===== src/hdl/tcag_pkg.sv =====
// Package for the text cell attribute generator: register codes, modes, result type.
package tcag_pkg;

    // Configuration register indexes
    typedef enum logic [2:0] {
        CFG_DISPLAY_MODE  = 3'd0,
        CFG_START_ADDRESS = 3'd1,
        CFG_CURSOR_ADDR   = 3'd2,
        CFG_CURSOR_START  = 3'd3,
        CFG_CURSOR_END    = 3'd4
    } t_cfg_index;

    // Display layouts
    typedef enum logic [1:0] {
        MODE_A_80 = 2'd0,
        MODE_A_40 = 2'd1,
        MODE_B_80 = 2'd2,
        MODE_B_40 = 2'd3
    } t_display_mode;

    localparam logic [7:0]  CTRL_MASK       = 8'h68;
    localparam logic [2:0]  FG_RESET        = 3'd7;
    localparam logic [2:0]  INVERT_MASK     = 3'd7;
    localparam logic [6:0]  CURSOR_START_RST = 7'd31;
    localparam logic [11:0] MODE_A40_BASE   = 12'd1024;
    localparam logic [11:0] MODEL_B_PITCH   = 12'd80;
    localparam logic [3:0]  BAND_ROWS_MUL   = 4'd5;
    localparam int          CFG_DATA_W      = 14;
    localparam int          ADDR_SUM_W      = 15;

    // One result beat
    typedef struct packed {
        logic [10:0] vram_address;
        logic        drawn;
        logic [7:0]  font_index;
        logic [3:0]  font_line;
        logic [2:0]  fg_color;
        logic [2:0]  bg_color;
        logic        solid_line;
    } t_cell_result;

endpackage


===== src/hdl/text_cell_attribute_generator.sv =====
// Text cell attribute generator: address layouts, serial attributes, cursor line.
//
//  Channel   Handshake                    Payload
//  --------  ---------------------------  ------------------------------------------
//  cell in   i_in_valid / o_in_ready      column, row, scan_line, char_code, blink
//  cell out  o_out_valid / i_out_ready    vram_address, drawn, font_index, font_line,
//                                         fg/bg colour, solid_line
//  config    i_cfg_we (no handshake)      i_cfg_index, i_cfg_data
//
//  One cell per cycle while o_in_ready is high; each result is registered.
//  The serial attribute state (colour, graphics set) is updated at each accepted beat.
//  A skid register behind the result register holds one beat so input flows on a stall;
//  o_in_ready drops only while the skid register is full.
//  Synchronous active-low reset clears valids and resets attribute state and configuration.
module text_cell_attribute_generator #(
    parameter int VRAM_DEPTH   = 2048,
    parameter int TEXT_ROWS    = 24,
    parameter int TEXT_COLUMNS = 80,
    parameter int FONT_LINES   = 10
) (
    input  logic        i_clk,
    input  logic        i_rst_n,
    // configuration
    input  logic        i_cfg_we,
    input  logic [2:0]  i_cfg_index,
    input  logic [tcag_pkg::CFG_DATA_W-1:0] i_cfg_data,
    // cell input
    input  logic        i_in_valid,
    output logic        o_in_ready,
    input  logic [6:0]  i_column,
    input  logic [4:0]  i_row,
    input  logic [3:0]  i_scan_line,
    input  logic [7:0]  i_char_code,
    input  logic        i_blink_phase,
    // result output
    output logic        o_out_valid,
    input  logic        i_out_ready,
    output logic [10:0] o_vram_address,
    output logic        o_drawn,
    output logic [7:0]  o_font_index,
    output logic [3:0]  o_font_line,
    output logic [2:0]  o_fg_color,
    output logic [2:0]  o_bg_color,
    output logic        o_solid_line
);
    import tcag_pkg::*;

    localparam logic [ADDR_SUM_W-1:0] DEPTH_MASK = ADDR_SUM_W'(VRAM_DEPTH - 1);
    localparam logic [7:0] COLS_FULL = 8'(TEXT_COLUMNS);
    localparam logic [7:0] COLS_HALF = 8'(TEXT_COLUMNS / 2);
    localparam logic [5:0] ROWS_LIM  = 6'(TEXT_ROWS);
    localparam logic [4:0] LINES_LIM = 5'(FONT_LINES);

    // configuration registers
    t_display_mode r_mode;
    logic [13:0]   r_start;
    logic [13:0]   r_cursor;
    logic [6:0]    r_cursor_start;
    logic [4:0]    r_cursor_end;

    // attribute state
    logic          r_gfx, n_gfx;
    logic [2:0]    r_fg, n_fg;

    // output and skid stages
    logic          r_out_vld, n_out_vld;
    logic          r_skid_vld, n_skid_vld;
    t_cell_result  r_out, n_out;
    t_cell_result  r_skid, n_skid;

    logic          w_accept, w_take;
    logic          w_gfx_eff;
    logic [2:0]    w_fg_eff;
    logic [3:0]    w_band5;
    logic [11:0]   w_offset;
    logic [ADDR_SUM_W-1:0] w_sum;
    logic          w_on_screen;
    logic          w_invert;
    logic          w_solid;
    t_cell_result  w_res;

    assign o_in_ready = !r_skid_vld;
    assign w_accept   = i_in_valid && o_in_ready;
    assign w_take     = r_out_vld && i_out_ready;

    // write configuration registers
    always_ff @(posedge i_clk) begin
        if (!i_rst_n) begin
            r_mode         <= MODE_A_80;
            r_start        <= '0;
            r_cursor       <= '0;
            r_cursor_start <= CURSOR_START_RST;
            r_cursor_end   <= '0;
        end else if (i_cfg_we) begin
            case (t_cfg_index'(i_cfg_index))
                CFG_DISPLAY_MODE:  r_mode         <= t_display_mode'(i_cfg_data[1:0]);
                CFG_START_ADDRESS: r_start        <= i_cfg_data[13:0];
                CFG_CURSOR_ADDR:   r_cursor       <= i_cfg_data[13:0];
                CFG_CURSOR_START:  r_cursor_start <= i_cfg_data[6:0];
                CFG_CURSOR_END:    r_cursor_end   <= i_cfg_data[4:0];
                default: ;
            endcase
        end
    end

    // column zero restarts the attributes before the cell uses them
    always_comb begin
        w_gfx_eff = (i_column == 7'd0) ? 1'b0 : r_gfx;
        w_fg_eff  = (i_column == 7'd0) ? FG_RESET : r_fg;
    end

    // cell offset for the selected layout
    always_comb begin
        w_band5 = {2'b00, i_row[4:3]} * BAND_ROWS_MUL;
        case (r_mode)
            MODE_A_80: w_offset = 12'({w_band5, 4'b0}) + 12'({i_row[2:0], 8'b0})
                                  + 12'(i_column);
            MODE_A_40: w_offset = MODE_A40_BASE + 12'({w_band5, 3'b0})
                                  + 12'({i_row[2:0], 7'b0}) + 12'(i_column);
            MODE_B_80: w_offset = 12'(i_row) * MODEL_B_PITCH + 12'(i_column);
            MODE_B_40: w_offset = 12'(i_row) * MODEL_B_PITCH + 12'({i_column, 1'b0});
            default:   w_offset = '0;
        endcase
        w_sum = ADDR_SUM_W'(w_offset) + ADDR_SUM_W'(r_start);
    end

    // build the result beat
    always_comb begin
        w_on_screen = ({1'b0, i_column} < (r_mode[0] ? COLS_HALF : COLS_FULL))
                      && ({1'b0, i_row} < ROWS_LIM);
        w_invert    = i_char_code[7] && (i_blink_phase || r_mode[1]);
        w_solid     = (w_sum == {1'b0, r_cursor})
                      && (i_blink_phase || r_cursor_start[6])
                      && ({1'b0, i_scan_line} < LINES_LIM)
                      && ({1'b0, i_scan_line} >= r_cursor_start[4:0])
                      && ({1'b0, i_scan_line} <= r_cursor_end);
        w_res = '0;
        if (w_on_screen) begin
            w_res.vram_address = 11'(w_sum & DEPTH_MASK);
            w_res.drawn        = 1'b1;
            w_res.font_index   = {w_gfx_eff, i_char_code[6:0]};
            w_res.font_line    = i_scan_line;
            w_res.fg_color     = w_invert ? (w_fg_eff ^ INVERT_MASK) : w_fg_eff;
            w_res.bg_color     = w_invert ? INVERT_MASK : 3'd0;
            w_res.solid_line   = w_solid;
        end
    end

    // next attribute state: control codes load colour and graphics set
    always_comb begin
        n_gfx = r_gfx;
        n_fg  = r_fg;
        if (w_accept) begin
            if ((i_char_code & CTRL_MASK) == 8'd0) begin
                n_gfx = i_char_code[4];
                n_fg  = i_char_code[2:0];
            end else begin
                n_gfx = w_gfx_eff;
                n_fg  = w_fg_eff;
            end
        end
    end

    // advance output register, park a beat in the skid register on a stall
    always_comb begin
        n_out_vld  = r_out_vld;
        n_skid_vld = r_skid_vld;
        n_out      = r_out;
        n_skid     = r_skid;
        if (!r_out_vld || w_take) begin
            if (r_skid_vld) begin
                n_out      = r_skid;
                n_out_vld  = 1'b1;
                n_skid_vld = 1'b0;
            end else begin
                n_out      = w_res;
                n_out_vld  = w_accept;
            end
        end else if (w_accept) begin
            n_skid     = w_res;
            n_skid_vld = 1'b1;
        end
    end

    always_ff @(posedge i_clk) begin
        if (!i_rst_n) begin
            r_gfx      <= 1'b0;
            r_fg       <= FG_RESET;
            r_out_vld  <= 1'b0;
            r_skid_vld <= 1'b0;
        end else begin
            r_gfx      <= n_gfx;
            r_fg       <= n_fg;
            r_out_vld  <= n_out_vld;
            r_skid_vld <= n_skid_vld;
        end
    end

    always_ff @(posedge i_clk) begin
        r_out  <= n_out;
        r_skid <= n_skid;
    end

    assign o_out_valid    = r_out_vld;
    assign o_vram_address = r_out.vram_address;
    assign o_drawn        = r_out.drawn;
    assign o_font_index   = r_out.font_index;
    assign o_font_line    = r_out.font_line;
    assign o_fg_color     = r_out.fg_color;
    assign o_bg_color     = r_out.bg_color;
    assign o_solid_line   = r_out.solid_line;

    // skid register is only ever filled behind a full output register
    a_skid_behind_out: assert property (@(posedge i_clk) disable iff (!i_rst_n)
        r_skid_vld |-> r_out_vld)
        else $error("skid holds a beat while output register is empty");

    // a beat accepted during an output stall lands in the skid register
    a_stall_parks: assert property (@(posedge i_clk) disable iff (!i_rst_n)
        (w_accept && r_out_vld && !i_out_ready) |=> r_skid_vld)
        else $error("beat accepted during stall was not parked");

    // off-screen beats carry all-zero fields
    a_offscreen_zero: assert property (@(posedge i_clk) disable iff (!i_rst_n)
        (r_out_vld && !r_out.drawn) |-> (r_out.font_index == 8'd0 && r_out.fg_color == 3'd0
        && r_out.solid_line == 1'b0 && r_out.vram_address == 11'd0))
        else $error("undrawn cell has non-zero fields");

    // column zero with a printable code leaves attributes at their reset values
    a_col0_restart: assert property (@(posedge i_clk) disable iff (!i_rst_n)
        (w_accept && i_column == 7'd0 && (i_char_code & CTRL_MASK) != 8'd0)
        |=> (r_fg == FG_RESET && !r_gfx))
        else $error("column zero did not restart attributes");

endmodule

===== config.mk =====
export PLATFORM = sky130hd
export DESIGN_NAME = text_cell_attribute_generator
export DESIGN_NICKNAME = d
export VERILOG_FILES = /design/src/hdl/tcag_pkg.sv /design/src/hdl/text_cell_attribute_generator.sv
export SDC_FILE = /design/constraint.sdc
export NUM_CORES = 1
export LEC_CHECK = 0
export ABC_AREA = 1
export BUFFER_PORTS_ARGS = -buffer_cell sky130_fd_sc_hd__buf_2
export CAP_MARGIN = 20
export CORE_ASPECT_RATIO = 1.25
export CORE_MARGIN = 1.5
export CORE_UTILIZATION = 60
export CTS_CLUSTER_DIAMETER = 120
export CTS_CLUSTER_SIZE = 24
export DETAILED_ROUTE_END_ITERATION = 12
export PLACE_DENSITY = 0.82
export RECOVER_POWER = 25
export SYNTH_ARGS = -nofsm -noshare
export SYNTH_HDL_FRONTEND = slang
export SYNTH_SLANG_ARGS = --single-unit

===== constraint.sdc =====
create_clock -name i_clk -period 11.3 [get_ports i_clk]
set_input_delay 0 -clock i_clk [delete_from_list [all_inputs] [get_ports i_clk]]
set_output_delay 0 -clock i_clk [all_outputs]
set_load 0.01 [all_outputs]

; ---- Yosys cells after proc, flatten, opt, wreduce, memory -nomap -nowiden
; Index checks and enable logic that the tools add are counted.
[totals]
reg_bits = 110
latchBits = 0
ram_bits = 0
mem_bits_ro = 0
output_inout_bits = 33
memories = 0
[classes]
addsub = 8
n_mul = 2
div = 0
n_lt_le_gt_ge = 5
n_eq_ne = 8
shift = 0
n_mux = 11
n_bitwise = 3
reduce_logical = 24
[ops]
columns = op, count
row1 = two-way mux 31 bit, 2
row2 = one-hot mux 12 bit (4 select lines), 1
row3 = adder 12 x 7 -> 12 bit, 3
row4 = adder 12 x 14 -> 15 bit, 1
row5 = == test 15 x 14 -> 1 bit, 1
row6 = adder 11 x 7 -> 12 bit (first input constant), 1
row7 = adder 12 x 10 -> 12 bit, 1
row8 = adder 12 x 8 -> 12 bit, 1
row9 = adder 8 x 11 -> 12 bit, 1
row10 = two-way mux 3 bit, 4
row11 = AND reduction 2 bit, 6
row12 = logical AND 1 bit, 8
row13 = zero test 8 bit, 1
row14 = multiplier 5 x 3 -> 8 bit (second input constant), 1
row15 = zero test 7 bit, 1
row16 = < comparator 7 bit, 1
row17 = two-way mux 7 bit, 1
row18 = == test 3 x 2 -> 1 bit (second input constant), 2
row19 = greater-or-equal comparator 4 x 5 -> 1 bit, 1
row20 = less-or-equal comparator 4 x 5 -> 1 bit, 1
row21 = < comparator 5 bit (second input constant), 1
row22 = == test 2 bit (second input constant), 2
row23 = < comparator 4 bit (second input constant), 1
row24 = multiplier 2 x 3 -> 4 bit (second input constant), 1
row25 = other kinds (11), 17

; ---- Logic depth before layout (Yosys ltp)
[logic_depth]
ltp_word = 13
ltp_mapped = 30
depth_no_buf = 28

; ---- Worst setup path after synthesis
; OpenSTA, ideal clock, no wires.
[synth_path]
kind = flip-flop to flip-flop
startpoint = reg r_mode[1]
endpoint = reg r_out (netlist bit o_solid_line), data pin
setup_ps = 142
arrival_ps = 3508
t_required_ps = 11158
setup_slack_ps = 7650
path_stages_with_launch = 27
path_buffers = 2
period_less_slack_ps = 3650
cell_sequence = dfxtp_1 clkbuf_1 nand2_1 clkbuf_1 nand2_1 o21ai_0 inv_1 ha_1 inv_1 fa_1 o21ai_0 nand3_1 xnor2_1 o211ai_1 inv_1 ha_1 nand2_1 inv_1 a21oi_1 nand3_1 nand2_1 inv_1 nor2_1 nand3_1 nor2_1 nand3_2 a21oi_2
[synth_between]
elab_chain_cells = 10
[synth_rtl]
columns = item, line
row1 = from (decl), text_cell_attribute_generator.sv:55  ; t_display_mode r_mode;
row2 = from (signal assigned), text_cell_attribute_generator.sv:96  ; CFG_DISPLAY_MODE: r_mode <= t_display_mode'(i_cfg_data[1:0]);
row3 = "== test 2 bit, or another cell as far along", text_cell_attribute_generator.sv:115  ; case (r_mode)
row4 = one-hot mux 12 bit (4 select lines) (*), text_cell_attribute_generator.sv:115
row5 = adder 12 x 14 -> 15 bit (*), text_cell_attribute_generator.sv:124  ; w_sum = ADDR_SUM_W'(w_offset) + ADDR_SUM_W'(r_start);
row6 = == test 15 x 14 -> 1 bit (*), text_cell_attribute_generator.sv:132  ; w_solid = (w_sum == {1'b0, r_cursor})
row7 = logical AND 1 bit (*), text_cell_attribute_generator.sv:133  ; && (i_blink_phase || r_cursor_start[6])
row8 = logical AND 1 bit (*), text_cell_attribute_generator.sv:134  ; && ({1'b0, i_scan_line} < LINES_LIM)
row9 = logical AND 1 bit (*), text_cell_attribute_generator.sv:135  ; && ({1'b0, i_scan_line} >= r_cursor_start[4:0])
row10 = logical AND 1 bit (*), text_cell_attribute_generator.sv:136  ; && ({1'b0, i_scan_line} <= r_cursor_end);
row11 = two-way mux 31 bit (*), text_cell_attribute_generator.sv:138  ; if (w_on_screen) begin
row12 = two-way mux 31 bit (*), text_cell_attribute_generator.sv:171  ; if (r_skid_vld) begin
row13 = to (signal assigned), text_cell_attribute_generator.sv:200  ; r_out <= n_out;
row14 = to (decl), text_cell_attribute_generator.sv:68  ; t_cell_result r_out, n_out;
; Every way passes the cells marked *; elsewhere a longest branch is shown, timed or not.
; A chain may end at the register's enable or synchronous reset.

; ---- Final worst setup path
; Same ends and word-level chain as after synthesis.

==> impl_metrics.tcl <==
set metrics [dict create \
    ys_seq_area_share_pct 42.6 \
    synthesis.area_um2 6300 \
    p_leak_nw 3.55 \
    cts_buffers 9 \
    seqCellArea_um2 2680 \
    cts.sinks 105 \
    grt_pass1_wl_mm 25.0 \
    syn_area_per_cell_um2 7.55 \
    intPower_uw 678 \
    worstPathArrival_ns 4.21 \
    start_util_pct 62.0 \
    pin_count 80 \
    clock_latency_ns 0.35 \
    insertedDiodeCount 0 \
    synth-xor-area-share_pct 2.36 \
    maxCapViolations 1 \
    die_y_um 118 \
    hold_viol 0 \
    tightest_slew_ns 1.50 \
    hp-class "input pin to register" \
    routed_wl_mm 15.2 \
    r2r_cells 24 \
    drc_errors 0 \
    drt_iter0_drc 320 \
    synth_nets 927 \
    cts_resized 0 \
    htree_levels 3 \
    fin_tns_setup_ns 0 \
    drt_first_pass_iters 5 \
    clockBufferDepth 2 \
    grt-ovfl-total 0 \
    holdWs_ns 0.0103 \
    crit_type "register to register" \
    synthCells 835 \
    io_buffers 79 \
    cp-start-kind "register" \
    min_period_ns 4.03 \
    power_frac_clock_pct 33.0 \
    area_growth_pct 14.7 \
    layout-drive-gt1-share_pct 8.73 \
    ant_nets 0 \
    synth_top_area_share_pct 27.6 \
    setup_slack_ns 7.27 \
    synth_compound_area_share_pct 10.9 \
    num_vias 5656 \
    rsz0062_at_grt "false" \
    combPwrFrac_pct 21.2 \
    p_total_uw 964 \
    relSlewSlack_pct 0.0844 \
    core_area_um2 10200 \
    clock_skew_ns 0.00966 \
    yosys_register_bits 105 \
    dp_hpwl_mm 11.4 \
    hold_buffers 15 \
    swShare_pct 29.6 \
    maxSlewViolCount 0 \
    setup_violations 0 \
    fmax_ghz 0.248 \
    critPathRequiredTime_ns 11.48 \
    synth_top_family_by_area "simple AND/OR/NAND/NOR gates" \
    multi_input_area_um2 3100 \
    endpoint_kind "register" \
    yosysUniqueCellTypes 39 \
    violations "max-capacitance violations" \
    place_area_um2 6800 \
    gp_congestion 0.890 \
    grt_max_degree 44 \
    grt_antenna_before_repair 0 \
    fin_area_um2 7230 \
    cts_tree "done" \
    dieArea_um2 11100 \
    cp_max_fo 11 \
    synth-simple-area-share_pct 26.3 \
    fp.dieW_um 94.7 \
    row_count 41 \
    muxShareOfSynthArea_pct 0 \
    fillers 870 \
    pwr_density_cell_nw_per_um2 133 \
    track_usage_pct 28.8 \
    power_frac_seq_pct 45.8 \
    min_path_cells 3 \
    vdd_drop_max_mv 0.0805 \
    switching_power_uw 286 \
    cts_setup_buffers 0 \
    run_status "finished with violations" \
    cts_root_buffer "clkbuf_16" \
    post-place-ws_ns 7.30 \
    final_common_cell "nand2_1" \
    yosysTopAreaCell "edfxtp_1" \
    drt-vias-per-instance 5.35 \
    grt_pass1_vias 5359 \
    clkSlewWorstSetupHoldPaths_ns 0.07 \
    post-route-period-util_pct 35.7 \
    routedWlPerCell_um 14.3 \
    synth_fa_ha_area_share_pct 9.53 \
    final_cell_mix "218 x nand2_1, 114 x nor2_1, 114 x inv_1" \
    final_nets 1015 \
    synthTopCellsByArea "edfxtp_1 28%, dfxtp_1 15%, nand2_1 13%" \
    yosys_warnings 0 \
]
## worst paths after layout
check | slack [ns] | start | to
worst max-delay path | 7.27 | r_mode[1] | o_solid_line
worst min-delay path | 0.01 | i_in_valid | o_out_valid
worst max register to register | 7.27 | r_mode[1] | o_solid_line
worst min register to register | 0.46 | r_cursor_end[1] | r_cursor_end[1]
## per-stage QoR
stage,util [%],cells
after floorplan,-,835
after global placement,66.9,1025
after detailed placement,66.9,1025
after CTS,71.3,1056
after global routing,71.2,1057
final,71.2,1057
## power by group through the flow
stage / clock, mW / combinational [mW] / sequential (mW)
global placement: 0 / 0.196 / 0.448
floorplan: 0 / 0.128 / 0.457
detailed placement: 0 / 0.200 / 0.450
CTS: 0.319 / 0.206 / 0.442
global route: 0.334 / 0.231 / 0.445
finish: 0.318 / 0.204 / 0.442
## sequential cells by signal, indices dropped and copies added (netlist names)
name / count
o_bg_color: 1
o_drawn: 1
o_fg_color: 3
o_font_index: 8
o_font_line: 4
o_out_valid: 1
o_solid_line: 1
o_vram_address: 11
r_cursor: 14
r_cursor_end: 5
r_cursor_start: 6
r_fg: 3
r_gfx: 1
r_mode: 2
r_skid: 29
r_skid_vld: 1
r_start: 14
## cell usage after synthesis (all sizes together)
library cell and count:
a211oi 1, a21boi 1, a21o 1, a21oi 45, a221oi 1, a31oi 6
and2 1, buf 4, clkbuf 16, clkinv 2, dfxtp 47, edfxtp 58
fa 5, ha 40, inv 115, nand2 222, nand3 47, nand3b 2
nand4 5, nor2 118, nor3 4, nor4 1, o211ai 2, o21ai 65
o21bai 1, o221ai 1, o22ai 5, or2 2, xnor2 7, xor2 10
## critical path, stage by stage (launching register included)
cell and delay, ns:
dfxtp_1 0.50, nand2_1 0.27, nand2_1 0.10, o21ai_0 0.09, inv_1 0.07, ha_1 0.15
inv_1 0.05, fa_1 0.39, o21ai_0 0.33, nand3_1 0.14, xnor2_1 0.15, o211ai_1 0.15
inv_1 0.06, ha_1 0.35, nand2_1 0.13, inv_1 0.04, a21oi_1 0.18, nand3_1 0.13
nand2_1 0.07, inv_1 0.03, nor2_1 0.07, nand3_1 0.06, nor2_1 0.12, nand3_2 0.10
a21oi_2 0.12
## metal layers
layer	global-route usage (%)	vias up	share of wire, %
li1	-	2874	-
met1	34.8	2577	41
met2	51.6	182	52
met3	3.55	23	4.7
met4	9.89	0	2.3
met5	0	-	0
## final cells by class
type	count	area share, %
Multi-Input combinational cell	593	42.9
Timing Repair Buffer	97	7.48
Sequential cell	105	37.1
Clock inverter	7	1.06
Tap cell	129	2.23
Clock buffer	9	3.12
Inverter	117	6.08
## logic make-up (layout without fill, tap and decap cells)
family,count (synthesis),after routing
adder cells (fa/ha/maj),45,45
AND/OR/NAND/NOR,402,402
flip-flops,105,105
AO/OA/AOI/OAI,129,129
buffers and inverters,137,230
XOR/XNOR,17,17
No activity file was read; power rests on OpenSTA's default activity.
